--- src/rtl/tpac_pkg.sv ---
`timescale 1ns / 1ps
// ----------------------------------------------------------------------------
// tpac_pkg
// Shared widths, codes, state record and direction pick for the actuator
// control block.
// ----------------------------------------------------------------------------
package tpac_pkg;

  localparam int unsigned POS_W   = 3;
  localparam int unsigned DIR_W   = 2;
  localparam int unsigned TICK_W  = 10;

  // Position codes (target may also hold the unused codes 6 and 7).
  localparam logic [POS_W-1:0] POS_UNKNOWN   = 3'd0;
  localparam logic [POS_W-1:0] POS_RETRACTED = 3'd1;
  localparam logic [POS_W-1:0] POS_PART_RET  = 3'd2;
  localparam logic [POS_W-1:0] POS_CENTER    = 3'd3;
  localparam logic [POS_W-1:0] POS_PART_EXT  = 3'd4;
  localparam logic [POS_W-1:0] POS_EXTENDED  = 3'd5;

  // Valve commands.
  localparam logic [DIR_W-1:0] DIR_OFF = 2'd0;
  localparam logic [DIR_W-1:0] DIR_FWD = 2'd1;
  localparam logic [DIR_W-1:0] DIR_REV = 2'd2;

  // Item opcodes.
  localparam logic OP_GOAL = 1'b0;
  localparam logic OP_TICK = 1'b1;

  localparam logic [TICK_W-1:0] TICK_MAX           = '1;
  localparam logic [TICK_W-1:0] TRAVEL_TICKS_RESET = 10'd86;

  typedef struct packed {
    logic [POS_W-1:0]  pos;
    logic [POS_W-1:0]  target;
    logic [DIR_W-1:0]  dir;
    logic              running;
    logic [TICK_W-1:0] elapsed;
  } state_t;

  typedef struct packed {
    logic             move;
    logic [DIR_W-1:0] dir;
  } pick_t;

  // Direction toward the goal; move is low when reached or goal unknown.
  function automatic pick_t pick_dir(input logic [POS_W-1:0] pos,
                                     input logic [POS_W-1:0] target);
    pick_t p;
    p.move = !((pos == target) || (target == POS_UNKNOWN));
    unique case (target)
      POS_RETRACTED: p.dir = DIR_REV;
      POS_PART_RET:  p.dir = (pos == POS_RETRACTED) ? DIR_FWD : DIR_REV;
      POS_CENTER:    p.dir = ((pos == POS_RETRACTED) || (pos == POS_PART_RET))
                             ? DIR_FWD : DIR_REV;
      POS_PART_EXT:  p.dir = (pos == POS_EXTENDED) ? DIR_REV : DIR_FWD;
      POS_EXTENDED:  p.dir = DIR_FWD;
      default:       p.dir = DIR_OFF;
    endcase
    return p;
  endfunction

endpackage

--- src/rtl/tpac_step.sv ---
`timescale 1ns / 1ps
// ----------------------------------------------------------------------------
// tpac_step
// Next-state logic for one item: goal set or travel tick.
// ----------------------------------------------------------------------------
module tpac_step (
  input  tpac_pkg::state_t                 cur,
  input  logic [tpac_pkg::TICK_W-1:0]      travel_ticks,
  input  logic                             op,
  input  logic [tpac_pkg::POS_W-1:0]       new_goal,
  input  logic                             center_line,
  output tpac_pkg::state_t                 nxt
);

  logic [tpac_pkg::TICK_W-1:0] elapsed_inc;
  logic [tpac_pkg::POS_W-1:0]  pos_upd;
  logic                        timed_out;
  tpac_pkg::pick_t             goal_pick;
  tpac_pkg::pick_t             tick_pick;

  // Saturating tick count, then end-of-travel check.
  assign elapsed_inc = (cur.elapsed != tpac_pkg::TICK_MAX)
                       ? cur.elapsed + 1'b1 : cur.elapsed;
  assign timed_out   = (elapsed_inc >= travel_ticks);

  always_comb begin
    pos_upd = cur.pos;
    priority if (!center_line) begin
      pos_upd = tpac_pkg::POS_CENTER;
    end else if (cur.dir == tpac_pkg::DIR_FWD) begin
      priority if (cur.pos == tpac_pkg::POS_RETRACTED) pos_upd = tpac_pkg::POS_PART_RET;
      else if (cur.pos == tpac_pkg::POS_CENTER)        pos_upd = tpac_pkg::POS_PART_EXT;
      else if (timed_out)                              pos_upd = tpac_pkg::POS_EXTENDED;
      else                                             pos_upd = cur.pos;
    end else if (cur.dir == tpac_pkg::DIR_REV) begin
      priority if (cur.pos == tpac_pkg::POS_EXTENDED) pos_upd = tpac_pkg::POS_PART_EXT;
      else if (cur.pos == tpac_pkg::POS_CENTER)       pos_upd = tpac_pkg::POS_PART_RET;
      else if (timed_out)                             pos_upd = tpac_pkg::POS_RETRACTED;
      else                                            pos_upd = cur.pos;
    end else begin
      pos_upd = cur.pos;
    end
  end

  assign goal_pick = tpac_pkg::pick_dir(cur.pos, new_goal);
  assign tick_pick = tpac_pkg::pick_dir(pos_upd, cur.target);

  always_comb begin
    nxt = cur;
    if (op == tpac_pkg::OP_GOAL) begin
      nxt.target  = new_goal;
      nxt.elapsed = '0;
      nxt.running = goal_pick.move;
      if (goal_pick.move) nxt.dir = goal_pick.dir;
    end else if (cur.running) begin
      nxt.elapsed = elapsed_inc;
      nxt.pos     = pos_upd;
      nxt.running = tick_pick.move;
      if (tick_pick.move) nxt.dir = tick_pick.dir;
    end
  end

endmodule

--- src/rtl/three_position_actuator_control.sv ---
`timescale 1ns / 1ps
// ----------------------------------------------------------------------------
// three_position_actuator_control
// Valve control that moves an actuator to one of five estimated positions.
// ----------------------------------------------------------------------------
// Takes one item per clock while in_stall is low: a goal set (op 0) or a
// travel tick (op 1), and returns one result per item with the estimated
// position, the valve command and the busy flag. Sustained rate is one item
// every cycle while out_stall is low. Each item passes through the input
// register, then the result register, with the per-item update done in one
// pass of logic between them. in_stall rises only while both registers are
// full and out_stall is high. travel_ticks may be written only while idle; a
// value of 0 behaves as 1.
// ----------------------------------------------------------------------------
module three_position_actuator_control (
  input  logic                             clk,
  input  logic                             rst,
  // config
  input  logic                             cfg_we,
  input  logic [tpac_pkg::TICK_W-1:0]      cfg_wdata,
  // item input
  input  logic                             in_valid,
  output logic                             in_stall,
  input  logic                             op,
  input  logic [tpac_pkg::POS_W-1:0]       new_goal,
  input  logic                             center_line,
  // result output
  output logic                             out_valid,
  input  logic                             out_stall,
  output logic [tpac_pkg::POS_W-1:0]       position_now,
  output logic [tpac_pkg::DIR_W-1:0]       valve_drive,
  output logic                             busy_res
);

  // Config register.
  logic [tpac_pkg::TICK_W-1:0] travel_ticks;

  // Input register.
  logic                        s1_valid;
  logic                        s1_op;
  logic [tpac_pkg::POS_W-1:0]  s1_goal;
  logic                        s1_center;

  // Actuator state.
  tpac_pkg::state_t            st;
  tpac_pkg::state_t            st_next;

  logic                        advance;
  logic                        in_take;

  // Stage 1 moves on when the result register is empty or being drained.
  assign advance  = s1_valid && (!out_valid || !out_stall);
  assign in_stall = s1_valid && !advance;
  assign in_take  = in_valid && !in_stall;

  always_ff @(posedge clk) begin
    if (rst) begin
      travel_ticks <= tpac_pkg::TRAVEL_TICKS_RESET;
    end else if (cfg_we) begin
      travel_ticks <= cfg_wdata;
    end
  end

  always_ff @(posedge clk) begin
    if (rst) begin
      s1_valid <= 1'b0;
    end else if (in_take) begin
      s1_valid <= 1'b1;
    end else if (advance) begin
      s1_valid <= 1'b0;
    end
  end

  always_ff @(posedge clk) begin
    if (in_take) begin
      s1_op     <= op;
      s1_goal   <= new_goal;
      s1_center <= center_line;
    end
  end

  tpac_step u_step (
    .cur          (st),
    .travel_ticks (travel_ticks),
    .op           (s1_op),
    .new_goal     (s1_goal),
    .center_line  (s1_center),
    .nxt          (st_next)
  );

  // State commits in the same cycle the item lands in the result register.
  always_ff @(posedge clk) begin
    if (rst) begin
      st.pos     <= tpac_pkg::POS_UNKNOWN;
      st.target  <= tpac_pkg::POS_UNKNOWN;
      st.dir     <= tpac_pkg::DIR_OFF;
      st.running <= 1'b0;
      st.elapsed <= '0;
    end else if (advance) begin
      st <= st_next;
    end
  end

  always_ff @(posedge clk) begin
    if (rst) begin
      out_valid <= 1'b0;
    end else if (advance) begin
      out_valid <= 1'b1;
    end else if (!out_stall) begin
      out_valid <= 1'b0;
    end
  end

  // Valve is driven only while running.
  always_ff @(posedge clk) begin
    if (advance) begin
      position_now <= st_next.pos;
      valve_drive  <= st_next.running ? st_next.dir : tpac_pkg::DIR_OFF;
      busy_res     <= st_next.running;
    end
  end

  // A shown result with the block stopped never drives the valve.
  a_valve_off_when_idle: assert property (@(posedge clk) disable iff (rst)
    (out_valid && !busy_res) |-> (valve_drive == tpac_pkg::DIR_OFF))
    else $error("valve driven while not busy");

  // Running implies a known goal that is not yet reached.
  a_running_goal: assert property (@(posedge clk) disable iff (rst)
    st.running |-> ((st.target != tpac_pkg::POS_UNKNOWN) && (st.pos != st.target)))
    else $error("running with goal unknown or reached");

  // A goal item restarts the travel count.
  a_goal_clears_count: assert property (@(posedge clk) disable iff (rst)
    (advance && (s1_op == tpac_pkg::OP_GOAL)) |=> (st.elapsed == '0))
    else $error("tick count not cleared by goal item");

  // Busy on the output mirrors the committed running flag.
  a_busy_tracks_state: assert property (@(posedge clk) disable iff (rst)
    advance |=> (busy_res == st.running))
    else $error("busy output disagrees with state");

endmodule

--- config.mk ---
export PLATFORM = sky130hd
export DESIGN_NAME = three_position_actuator_control
export DESIGN_NICKNAME = d
export VERILOG_FILES = /design/src/rtl/tpac_pkg.sv /design/src/rtl/tpac_step.sv /design/src/rtl/three_position_actuator_control.sv
export SDC_FILE = /design/constraint.sdc
export NUM_CORES = 1
export LEC_CHECK = 0
export BUFFER_PORTS_ARGS = -buffer_cell sky130_fd_sc_hd__clkbuf_2
export CAP_MARGIN = 10
export CELL_PAD_IN_SITES_DETAIL_PLACEMENT = 1
export CELL_PAD_IN_SITES_GLOBAL_PLACEMENT = 2
export CORE_MARGIN = 2
export CORE_UTILIZATION = 38
export DETAILED_ROUTE_END_ITERATION = 10
export GPL_ROUTABILITY_DRIVEN = 0
export PLACE_DENSITY_LB_ADDON = 0.1
export SETUP_SLACK_MARGIN = 0.2
export SLEW_MARGIN = 0
export SYNTH_ARGS = -nofsm -noshare
export SYNTH_HDL_FRONTEND = slang
export SYNTH_SLANG_ARGS = --single-unit
--- constraint.sdc ---
create_clock -name clk -period 11.2 [get_ports clk]
set_clock_uncertainty 0.2 [all_clocks]
set_input_delay 0.56 -clock clk [delete_from_list [all_inputs] [get_ports clk]]
set_output_delay 0.56 -clock clk [all_outputs]
set_load 0.005 [all_outputs]
# --- Yosys cells after proc, flatten, opt, wreduce, memory -nomap -nowiden ---
# Cells that the tools add are included.
totals:
  ff_bits: 42
  in_bits: 20
op_classes:
  addsub: 1
  n_lt_le_gt_ge: 1
  eq_ne: 24
  muxes: 28
  n_bitwise: 1
  n_reduce_logical: 19
ops:
  columns: ["op", "count"]
  rows:
  - ["3-bit 2-to-1 mux", 11]
  - ["13-bit 2-to-1 mux", 2]
  - ["3-bit by 2-bit equality test with 1-bit output, second input constant", 7]
  - ["2-bit one-hot mux with 5 select lines", 2]
  - ["3-bit equality test, second input constant", 6]
  - ["2-bit 2-to-1 mux", 8]
  - ["3-bit by 1-bit equality test with 1-bit output, second input constant", 4]
  - ["10-bit by 1-bit adder with 10-bit output, second input constant", 1]
  - ["10-bit >= comparator", 1]
  - ["10-bit 2-to-1 mux", 1]
  - ["10-bit inequality test, second input constant", 1]
  - ["3-bit equality test", 2]
  - ["1-bit logical NOT", 6]
  - ["3-bit logical NOT", 2]
  - ["1-bit logical OR", 5]
  - ["1-bit 2-to-1 mux", 4]
  - ["2-bit by 1-bit inequality test with 1-bit output, second input constant", 2]
  - ["2-bit AND reduction", 2]
  - ["1-bit logical AND", 3]
  - ["2-bit by 1-bit equality test with 1-bit output, second input constant", 1]
  - ["2-bit equality test, second input constant", 1]
  - ["2-bit nonzero test", 1]
  - ["1-bit NOT", 1]

# --- Longest topological paths before layout ---
# Gate-level depths: netlist of run 1.
depth:
  word_depth: 16
  mapped_depth: 19
  ltp_nobuf: 17

# --- Cells and area by module ---
# Synthesis of run 1 repeated with hierarchy kept, for this count alone.
hier_totals:
  hier_cells: 352
  area_unflattened_um2: 3014.1
modules_own_cells:
  columns: ["module", "instances", "cells_each", "area_each_um2", "seq_area_each_um2"]
  rows:
  - ["three_position_actuator_control", 1, 137, 1640.3, 950.9]
  - ["tpac_step", 1, 215, 1373.8, 0.0]

# --- Worst setup path after synthesis of run 1 ---
# No wires, ideal clock.
synth_path:
  kind: "register -> register"
  from: "reg st[3] in the netlist's numbering"
  to: "reg valve_drive[1] in the netlist's numbering (data pin)"
  arrival_ps: 3754
  required_time_ps: 10729
  setup_slack_ps: 6975
  path_stages_with_launch: 18
  path_buffers: 1
  period_less_slack_ps: 4225
  cell_sequence: "dfxtp_1 clkbuf_1 nand4_1 nor2_1 and2_1 nand3_1 nand4_1 nor2_1 xor2_1 ha_1 a211o_1 a21oi_2 o31ai_2 o311a_4 or4b_4 a31oi_4 nor3_1 o2bb2ai_1"
synth_via:
  elab_chain_cells: 16
  elab_cells_between_ends: 27
  classes_between: "add/sub (1); order compare (1); eq/ne (5); mux (17); reduce/logical (3)"
synth_lines:
  columns: ["element", "line", "rtl"]
  rows:
  - ["start: declaration", "three_position_actuator_control.sv:45", "tpac_pkg::state_t st;"]
  - ["start signal: assignment", "three_position_actuator_control.sv:100", "st <= st_next;"]
  - ["10-bit by 1-bit adder with 10-bit output or 10-bit inequality test (tied branches)", "tpac_step.sv:23, tpac_step.sv:22", null]
  - ["10-bit 2-to-1 mux *", "tpac_step.sv:23", "? cur.elapsed + 1'b1 : cur.elapsed;"]
  - ["10-bit >= comparator *", "tpac_step.sv:24", "assign timed_out = (elapsed_inc >= travel_ticks);"]
  - ["3-bit 2-to-1 mux", "tpac_step.sv:38", "else if (timed_out) pos_upd = tpac_pkg::POS_RETRACTED;"]
  - ["3-bit 2-to-1 mux", "tpac_step.sv:37", "else if (cur.pos == tpac_pkg::POS_CENTER) pos_upd = tpac_pkg::POS_PART_RET;"]
  - ["3-bit 2-to-1 mux", "tpac_step.sv:36", "priority if (cur.pos == tpac_pkg::POS_EXTENDED) pos_upd = tpac_pkg::POS_PART_EXT;"]
  - ["3-bit 2-to-1 mux", "tpac_step.sv:35", "end else if (cur.dir == tpac_pkg::DIR_REV) begin"]
  - ["3-bit 2-to-1 mux *", "tpac_step.sv:30", "end else if (cur.dir == tpac_pkg::DIR_FWD) begin"]
  - ["3-bit 2-to-1 mux *", "tpac_step.sv:28", "priority if (!center_line) begin"]
  - ["3-bit by 1-bit equality test with 1-bit output or 3-bit by 2-bit equality test with 1-bit output (tied branches)", "tpac_pkg.sv:53, tpac_pkg.sv:54", null]
  - ["1-bit logical OR", "tpac_pkg.sv:54", "POS_CENTER: p.dir = ((pos == POS_RETRACTED) || (pos == POS_PART_RET))"]
  - ["2-bit 2-to-1 mux", "tpac_pkg.sv:55", "? DIR_FWD : DIR_REV;"]
  - ["2-bit one-hot mux with 5 select lines", "tpac_pkg.sv:51", "unique case (target)"]
  - ["2-bit 2-to-1 mux", "tpac_step.sv:59", "if (tick_pick.move) nxt.dir = tick_pick.dir;"]
  - ["13-bit 2-to-1 mux *", "tpac_step.sv:55", "end else if (cur.running) begin"]
  - ["13-bit 2-to-1 mux *", "tpac_step.sv:50", "if (op == tpac_pkg::OP_GOAL) begin"]
  - ["end signal: assignment", "three_position_actuator_control.sv:118", "valve_drive <= st_next.running ? st_next.dir : tpac_pkg::DIR_OFF;"]
  - ["end: declaration", "three_position_actuator_control.sv:31", "output logic [tpac_pkg::DIR_W-1:0] valve_drive,"]
# Mark *: on every way between the ends. The rest lies on a longest branch, timed or not. The select of a mux whose other input is x is not followed.
# A chain may end at the register's enable or synchronous reset.

# --- Worst setup path after layout of run 1 ---
# Same ends and word-level chain as after synthesis.

==> results.md, run 1 <==
* Outcome: complete, no violations
* Total CTS buffers at 5
* Post-Syn Area at 0.00258 mm^2
* First-pass GRT wire length at 11000 um
* TritonRoute pass-1 iters at 4
* CTS tree: done
* Fin crit share at 40.5%
* Compound-Gate Fraction of Synth Area at a little under a quarter
* Share of layout cells above drive strength 1 at approximately 15%
* Worst setup path category: reg -> reg
* Sequential-to-total area share from yosys stat at 36.9%
* DRT Wirelength at 6600 um
* Rel. slew slack at 38.6%
* Leakage at about 1.1 nW
* Max incr delay on CP at 0.54 ns
* Clk slew on worst S/H paths at 0.08 ns
* Startpoint types: flip-flop
* Post-CTS Resized at 0
* Final hold vios at 0
* Clock Root Buffer: clkbuf_8
* Synthesized flop and latch total at 42
* Commonest cells after routing, fill and taps aside: nor2_1, nand2_1, dfxtp_1, clkbuf_2, a21oi_1
* Post-CTS Setup Bufs at 0
* Total power at approximately 0.00030 W
* Worst-Margin Slew at approximately 0.9 ns
* Initial core utilization at a little under 40%
* Max-slew violation count at 0
* Crit path cell chain: nand4_1 > nor2_1 > and2_1 > nand3_1 > nand4_1 > nor2_1 > xor2_1 > ha_1 > a211o_1 > a21oi_2 > o31ai_2 > nor2_2 > mux2_4 > or4b_4 > a31oi_4 > nor3_1 > o2bb2ai_1
* Post-synthesis net count at about 340
* Pin count of the biggest net entering global routing at 27
* Fillcell total at 812
* Grt ovf at 0
* Initial antenna violation count at 0
* Post-synth EDFFs at 11
* Die X at 86.4 um
* Leading area contributor after synthesis: dfxtp_1
* Post-Syn Area per Cell at between 8 and 9 um^2
* Area grow syn2layout at 9.95%
* Worst IR Drop VDD at slightly above 0.00006 V
* Worst EP arrival at 4.36 ns
* Initial DRC count at 86
* GRT Util Overall at 18.8%
* FMAX at 0.220 GHz
* Vias in the first global route at 2171
* H-Tree Depth at 2
* Cell variety after synth at 63
* Core Region at ~0.0067 mm^2
* CP max-delay cell: or4b_4
* Main combinational cell family by area after synthesis: compound AO/OA/AOI/OAI gates
* Worst path bufs/invs at 0
* Type of the most critical hold path: in -> reg
* Hpwl dp at 4920 um
* Simple-gate share of the synthesized area at 21.4%
* CP top delay family: simple AND/OR/NAND/NOR gates
* Height of the chip at 86.4 um
* Syn. warnings at 0
* Top_reg_cell synth: dfxtp_1
* Max_cap viols at 0
* Async set-reset flop share out of synthesis at 0%
* Antenna Cells at 0
* Post-route DRC at 0
* Critical path endpoint category: flip-flop
* Final critical-path required period at between 4 and 5 ns
* Vias at 2235
* Fin nets at 355
* Num ports at 28
* Worst-Skew Late Latency at ~0.29 ns
* Synthesized instance count at 305
* Wirelength per Cell at 16.3 um
* Vias per cell at 5.52
* Setup_tns at 0 ns
* Final ANT Viol Nets at 0
* Critical Path RT at 11.02 ns
* Yosys top cell area share at around a quarter
* CTS Hold Bufs at 0
* Crit Path Max Fanout at 11
* Commonest non-fill, non-tap cell in the layout: nor2_1
* RSZ-0062 raised after global routing: false
* Multiplexer area fraction after synthesis at ~5.0%
* Adder-cell area share of the yosys netlist at 5.34%
* Power Density at 107 mW/mm^2
* Post-Synth XOR/XNOR Area at 2.38%
* Max clock buf depth at 2
* Clock Sinks at between 40 and 50
* Synth area leaders: dfxtp_1, edfxtp_1, ha_1
* Sequential cell area at around 950 um^2
* Die area at 0.00746 mm^2
* Num rows at 30
* I/O Buffers at 27
* Multi-input logic area at 0.00149 mm^2
* Final setup viols at 0
[final timing paths]
| check | startpoint | to | slack (ns) | cells past startpoint |
|---|---|---|---|---|
| setup reg to reg | st[3] | valve_drive[1] | 6.66 | 17 |
| hold reg to reg | s1_valid | out_valid | 0.30 | 2 |
| setup / recovery | st[3] | valve_drive[1] | 6.66 | 17 |
| hold / removal | op | s1_op | 0.25 | 1 |
[report_power, final]
part           leakage, nW  switching (W)  internal (W)
clock network       0.0482      0.0000514     0.0000498
logic                0.719      0.0000207     0.0000137
registers            0.359     0.00000634      0.000162
[synthesized netlist by cell type (all sizes together), types with 2 or more instances]
library cell / n
edfxtp: 11
mux2: 4
o2bb2ai: 2
nand2: 32
mux2i: 8
a31oi: 3
or2b: 2
inv: 17
a21boi: 2
o31ai: 6
o221ai: 2
nor2: 37
nor2b: 5
ha: 11
or4b: 2
clkbuf: 10
o311a: 2
a211oi: 3
a31o: 2
nand2b: 5
a22oi: 9
o22ai: 2
nand3: 10
xor2: 4
a21o: 2
nor3: 6
o21ai: 15
xnor2: 3
o211ai: 5
nand4: 6
dfxtp: 31
buf: 5
and3: 2
o21a: 4
a21oi: 20
[sequential cells by signal, summed over array words and instances, names as in the netlist]
register	cells
out_valid	1
s1_center	1
position_now	3
valve_drive	2
busy_res	1
s1_goal	3
s1_valid	1
s1_op	1
travel_ticks	10
st	19
[routing by layer]
| metal | part of all wire [%] | GRT usage, % |
|---|---|---|
| met5 | 0 | 0 |
| met4 | 1.9 | 6.11 |
| met3 | 2.0 | 3.24 |
| met2 | 48 | 32.0 |
| met1 | 48 | 24.1 |
[metrics by stage]
stage          worst slack (ns)  hold WS [ns]  area, um^2  util (%)  cells
2_1_floorplan              6.98         0.251        2580         -    305
3_3_place_gp               6.76         0.276        2740      41.0    397
3_5_place_dp               6.66         0.283        2740      41.0    397
4_1_cts                    6.64         0.242        2830      42.4    405
5_1_grt                    6.30         0.236        2830      42.4    405
6_report                   6.66         0.252        2830      42.4    405
[cell type report]
type	count	area share (%)
Sequential cell	42	33.6
Tap cell	80	3.53
Inverter	17	2.25
Multi-Input combinational cell	231	52.7
Clock buffer	7	3.05
Timing Repair Buffer	27	4.77
Clock inverter	1	0.177
[cells by family after synthesis]
kind of cell    Yosys count
simple gates            115
compound gates           86
flops                    42
xor+xnor                  7
buf+inv                  32
mux                      12
fa+ha+maj                11
Power figures use the tool's default switching activity.
==> inputs of run 2 (changes only) <==
--- a/config.mk
+++ b/config.mk
@@ -10,7 +10,7 @@
 export CELL_PAD_IN_SITES_DETAIL_PLACEMENT = 1
 export CELL_PAD_IN_SITES_GLOBAL_PLACEMENT = 2
 export CORE_MARGIN = 2
-export CORE_UTILIZATION = 38
+export CORE_UTILIZATION = 35
 export DETAILED_ROUTE_END_ITERATION = 10
 export GPL_ROUTABILITY_DRIVEN = 0
 export PLACE_DENSITY_LB_ADDON = 0.1
==> constraint.sdc (replaced) <==
create_clock -name clk -period 4.2 [get_ports clk]
set_clock_uncertainty 0.2 [all_clocks]
set_input_delay 0.21 -clock clk [delete_from_list [all_inputs] [get_ports clk]]
set_output_delay 0.21 -clock clk [all_outputs]
set_load 0.005 [all_outputs]
==> run 2 against run 1 <==
Clock power increased to 3.0 times the previous value. Sequential share of layout area is 4.6 points lower. Utilization increased by 3.9 points. Via count is 12% higher. Largest cell class unchanged.
==> results.md, run 2 (synthesis results as in run 1) <==
* Total CTS buffers at 5 (unchanged)
* Setup_tns at 0 ns (unchanged)
* Final WS setup at 0.0930 ns (-6.57 ns)
* Core Region at 0.00718 mm^2 (+7.4%)
* Fin crit share at 97.8% (+57 points)
* Worst hold slack at 0.197 ns (-0.0555 ns)
* Largest Register: st
* Final setup viols at 0 (unchanged)
* Final hold vios at 0 (unchanged)
* Startpoint types: flip-flop
* RSZ-0062 raised after global routing: true
* Largest register FFs at 19 (unchanged)
* Worst-Margin Slew at 0.941 ns (+0.0241 ns)
* Placed Cells at 425 (+7.1%)
* FMAX at 0.243 GHz (+10%)
* Rel. slew slack at 36.8% (-1.8 points)
* First-pass GRT wire length at 12600 um (+15%)
* Post-route DRC at 0 (unchanged)
* Crit Path Max Fanout at 5 (-6)
* Worst slack, placed at -0.0676 ns (-6.73 ns)
* Clock Root Buffer: clkbuf_8
* Type of the most critical hold path: in -> reg
* Largest registers: st x19, travel_ticks x10
* Initial core utilization at 35.9% (-2.7 points)
* Die area at 0.00807 mm^2 (+8.2%)
* Clk slew on worst S/H paths at 0.09 ns (about the same)
* GRT Util Overall at 19.1% (+0.32 points)
* Final cell count without fillers at 468 (+16%)
* Vias at 2502 (+12%)
* Area grow syn2layout at 28.9%
* Critical Path RT at 4.19 ns (-6.83 ns)
* CTS tree: done
* Height of the chip at 89.8 um (+4.0%)
* Worst IR Drop VDD at 0.000127 V (+110%)
* Grt ovf at 0 (unchanged)
* Initial antenna violation count at 0 (unchanged)
* Vias in the first global route at 2605 (+20%)
* Num ports at 28 (unchanged)
* Leakage at 1.33 nW (+18%)
* Share of layout cells above drive strength 1 at 24.4% (+9.6 points)
* DRT Wirelength at 7610 um (+15%)
* Max clock buf depth at 2 (unchanged)
* Pin count of the biggest net entering global routing at 27 (unchanged)
* Wirelength per Cell at 16.3 um (-0.22%)
* Commonest cells after routing, fill and taps aside: nor2_1, nand2_1, clkbuf_2, dfxtp_1, buf_4
* Die X at 89.8 um (+4.0%)
* Hpwl dp at 5290 um (+7.5%)
* Clock Sinks at 42 (unchanged)
* Fin nets at 399 (+12%)
* Num rows at 31 (+3.3%)
* H-Tree Depth at 2 (unchanged)
* Max-slew violation count at 0 (unchanged)
* Initial DRC count at 90 (+4.7%)
* Vias per cell at 5.35 (-3.1%)
* Final ANT Viol Nets at 0 (unchanged)
* Antenna Cells at 0 (unchanged)
* Max_cap viols at 0 (unchanged)
* TritonRoute pass-1 iters at 4 (unchanged)
* Fillcell total at 876 (+7.9%)
* Critical path endpoint category: flip-flop
* Final Util at 46.3% (+3.9 points)
* Commonest non-fill, non-tap cell in the layout: nor2_1
* Worst-Skew Late Latency at 0.30 ns (about the same)
* Outcome: complete, no violations
* Worst setup path category: reg -> reg
* Final critical-path required period at 4.11 ns (-0.429 ns)
* Worst EP arrival at 4.10 ns (-0.26 ns)
* Power Density at 260 mW/mm^2 (+140%)
* I/O Buffers at 27 (unchanged)
[run 2: final cells by class]
cell class              count  area, um^2  share of cell area (%)
inverters                  17        63.8                    1.92
clock buffers               6        93.8                    2.82
flip-flops and latches     42         961                    28.9
clock inverters             2        13.8                   0.414
repair buffers             71         515                    15.5
multi-input cells         231        1550                    46.7
well taps                  99         124                    3.73
[run 2: stage by stage]
stage	area [um^2]	total power, W
6_report	3320	0.000865
5_1_grt	3320	0.000901
4_1_cts	3250	0.000876
3_5_place_dp	2850	0.000554
3_3_place_gp	2850	0.000553
2_1_floorplan	2610	0.000517
[run 2: power breakdown]
group / switching [W] / internal, W
sequential: 0.0000174 / 0.000432
clock: 0.000151 / 0.000154
combinational: 0.0000618 / 0.0000496
total: 0.000230 / 0.000635
[run 2: repair_timing]
item | 4_1_cts | 5_1_grt
pin swaps | 16 | 17
hold endpoints to repair | 17 | 0
hold buffers | 17 | 0
setup buffers | 10 | 8
setup endpoints to repair | 6 | 6
resized for setup | 12 | 6
[run 2: worst paths after layout]
kind	start	end	slack (ns)	depth (start not counted)
setup / recovery	st[1]	st[12]	0.09	16
hold / removal	cfg_we	travel_ticks[2]	0.20	3
setup reg to reg	st[1]	st[12]	0.09	16
hold reg to reg	s1_valid	out_valid	0.30	2
[run 2: critical path, cell delays in order, from the launching register on]
cell and delay [ns]:
dfxtp_4 0.37, ha_4 0.18, and2_4 0.16, nand3_4 0.07
nand4_1 0.13, nor2_1 0.16, xor2_1 0.22, ha_1 0.28
a211o_1 0.31, a21oi_2 0.17, o31ai_4 0.11, nor2_2 0.13
mux2_4 0.35, mux2i_1 0.17, a31o_2 0.33, or4_1 0.52
o311a_1 0.12
[run 2: per-layer routing]
layer,wire length (um),global-route usage (%)
met4,99,4.10
met2,4020,37.0
met1,3360,22.5
met5,0,0
met3,126,2.10
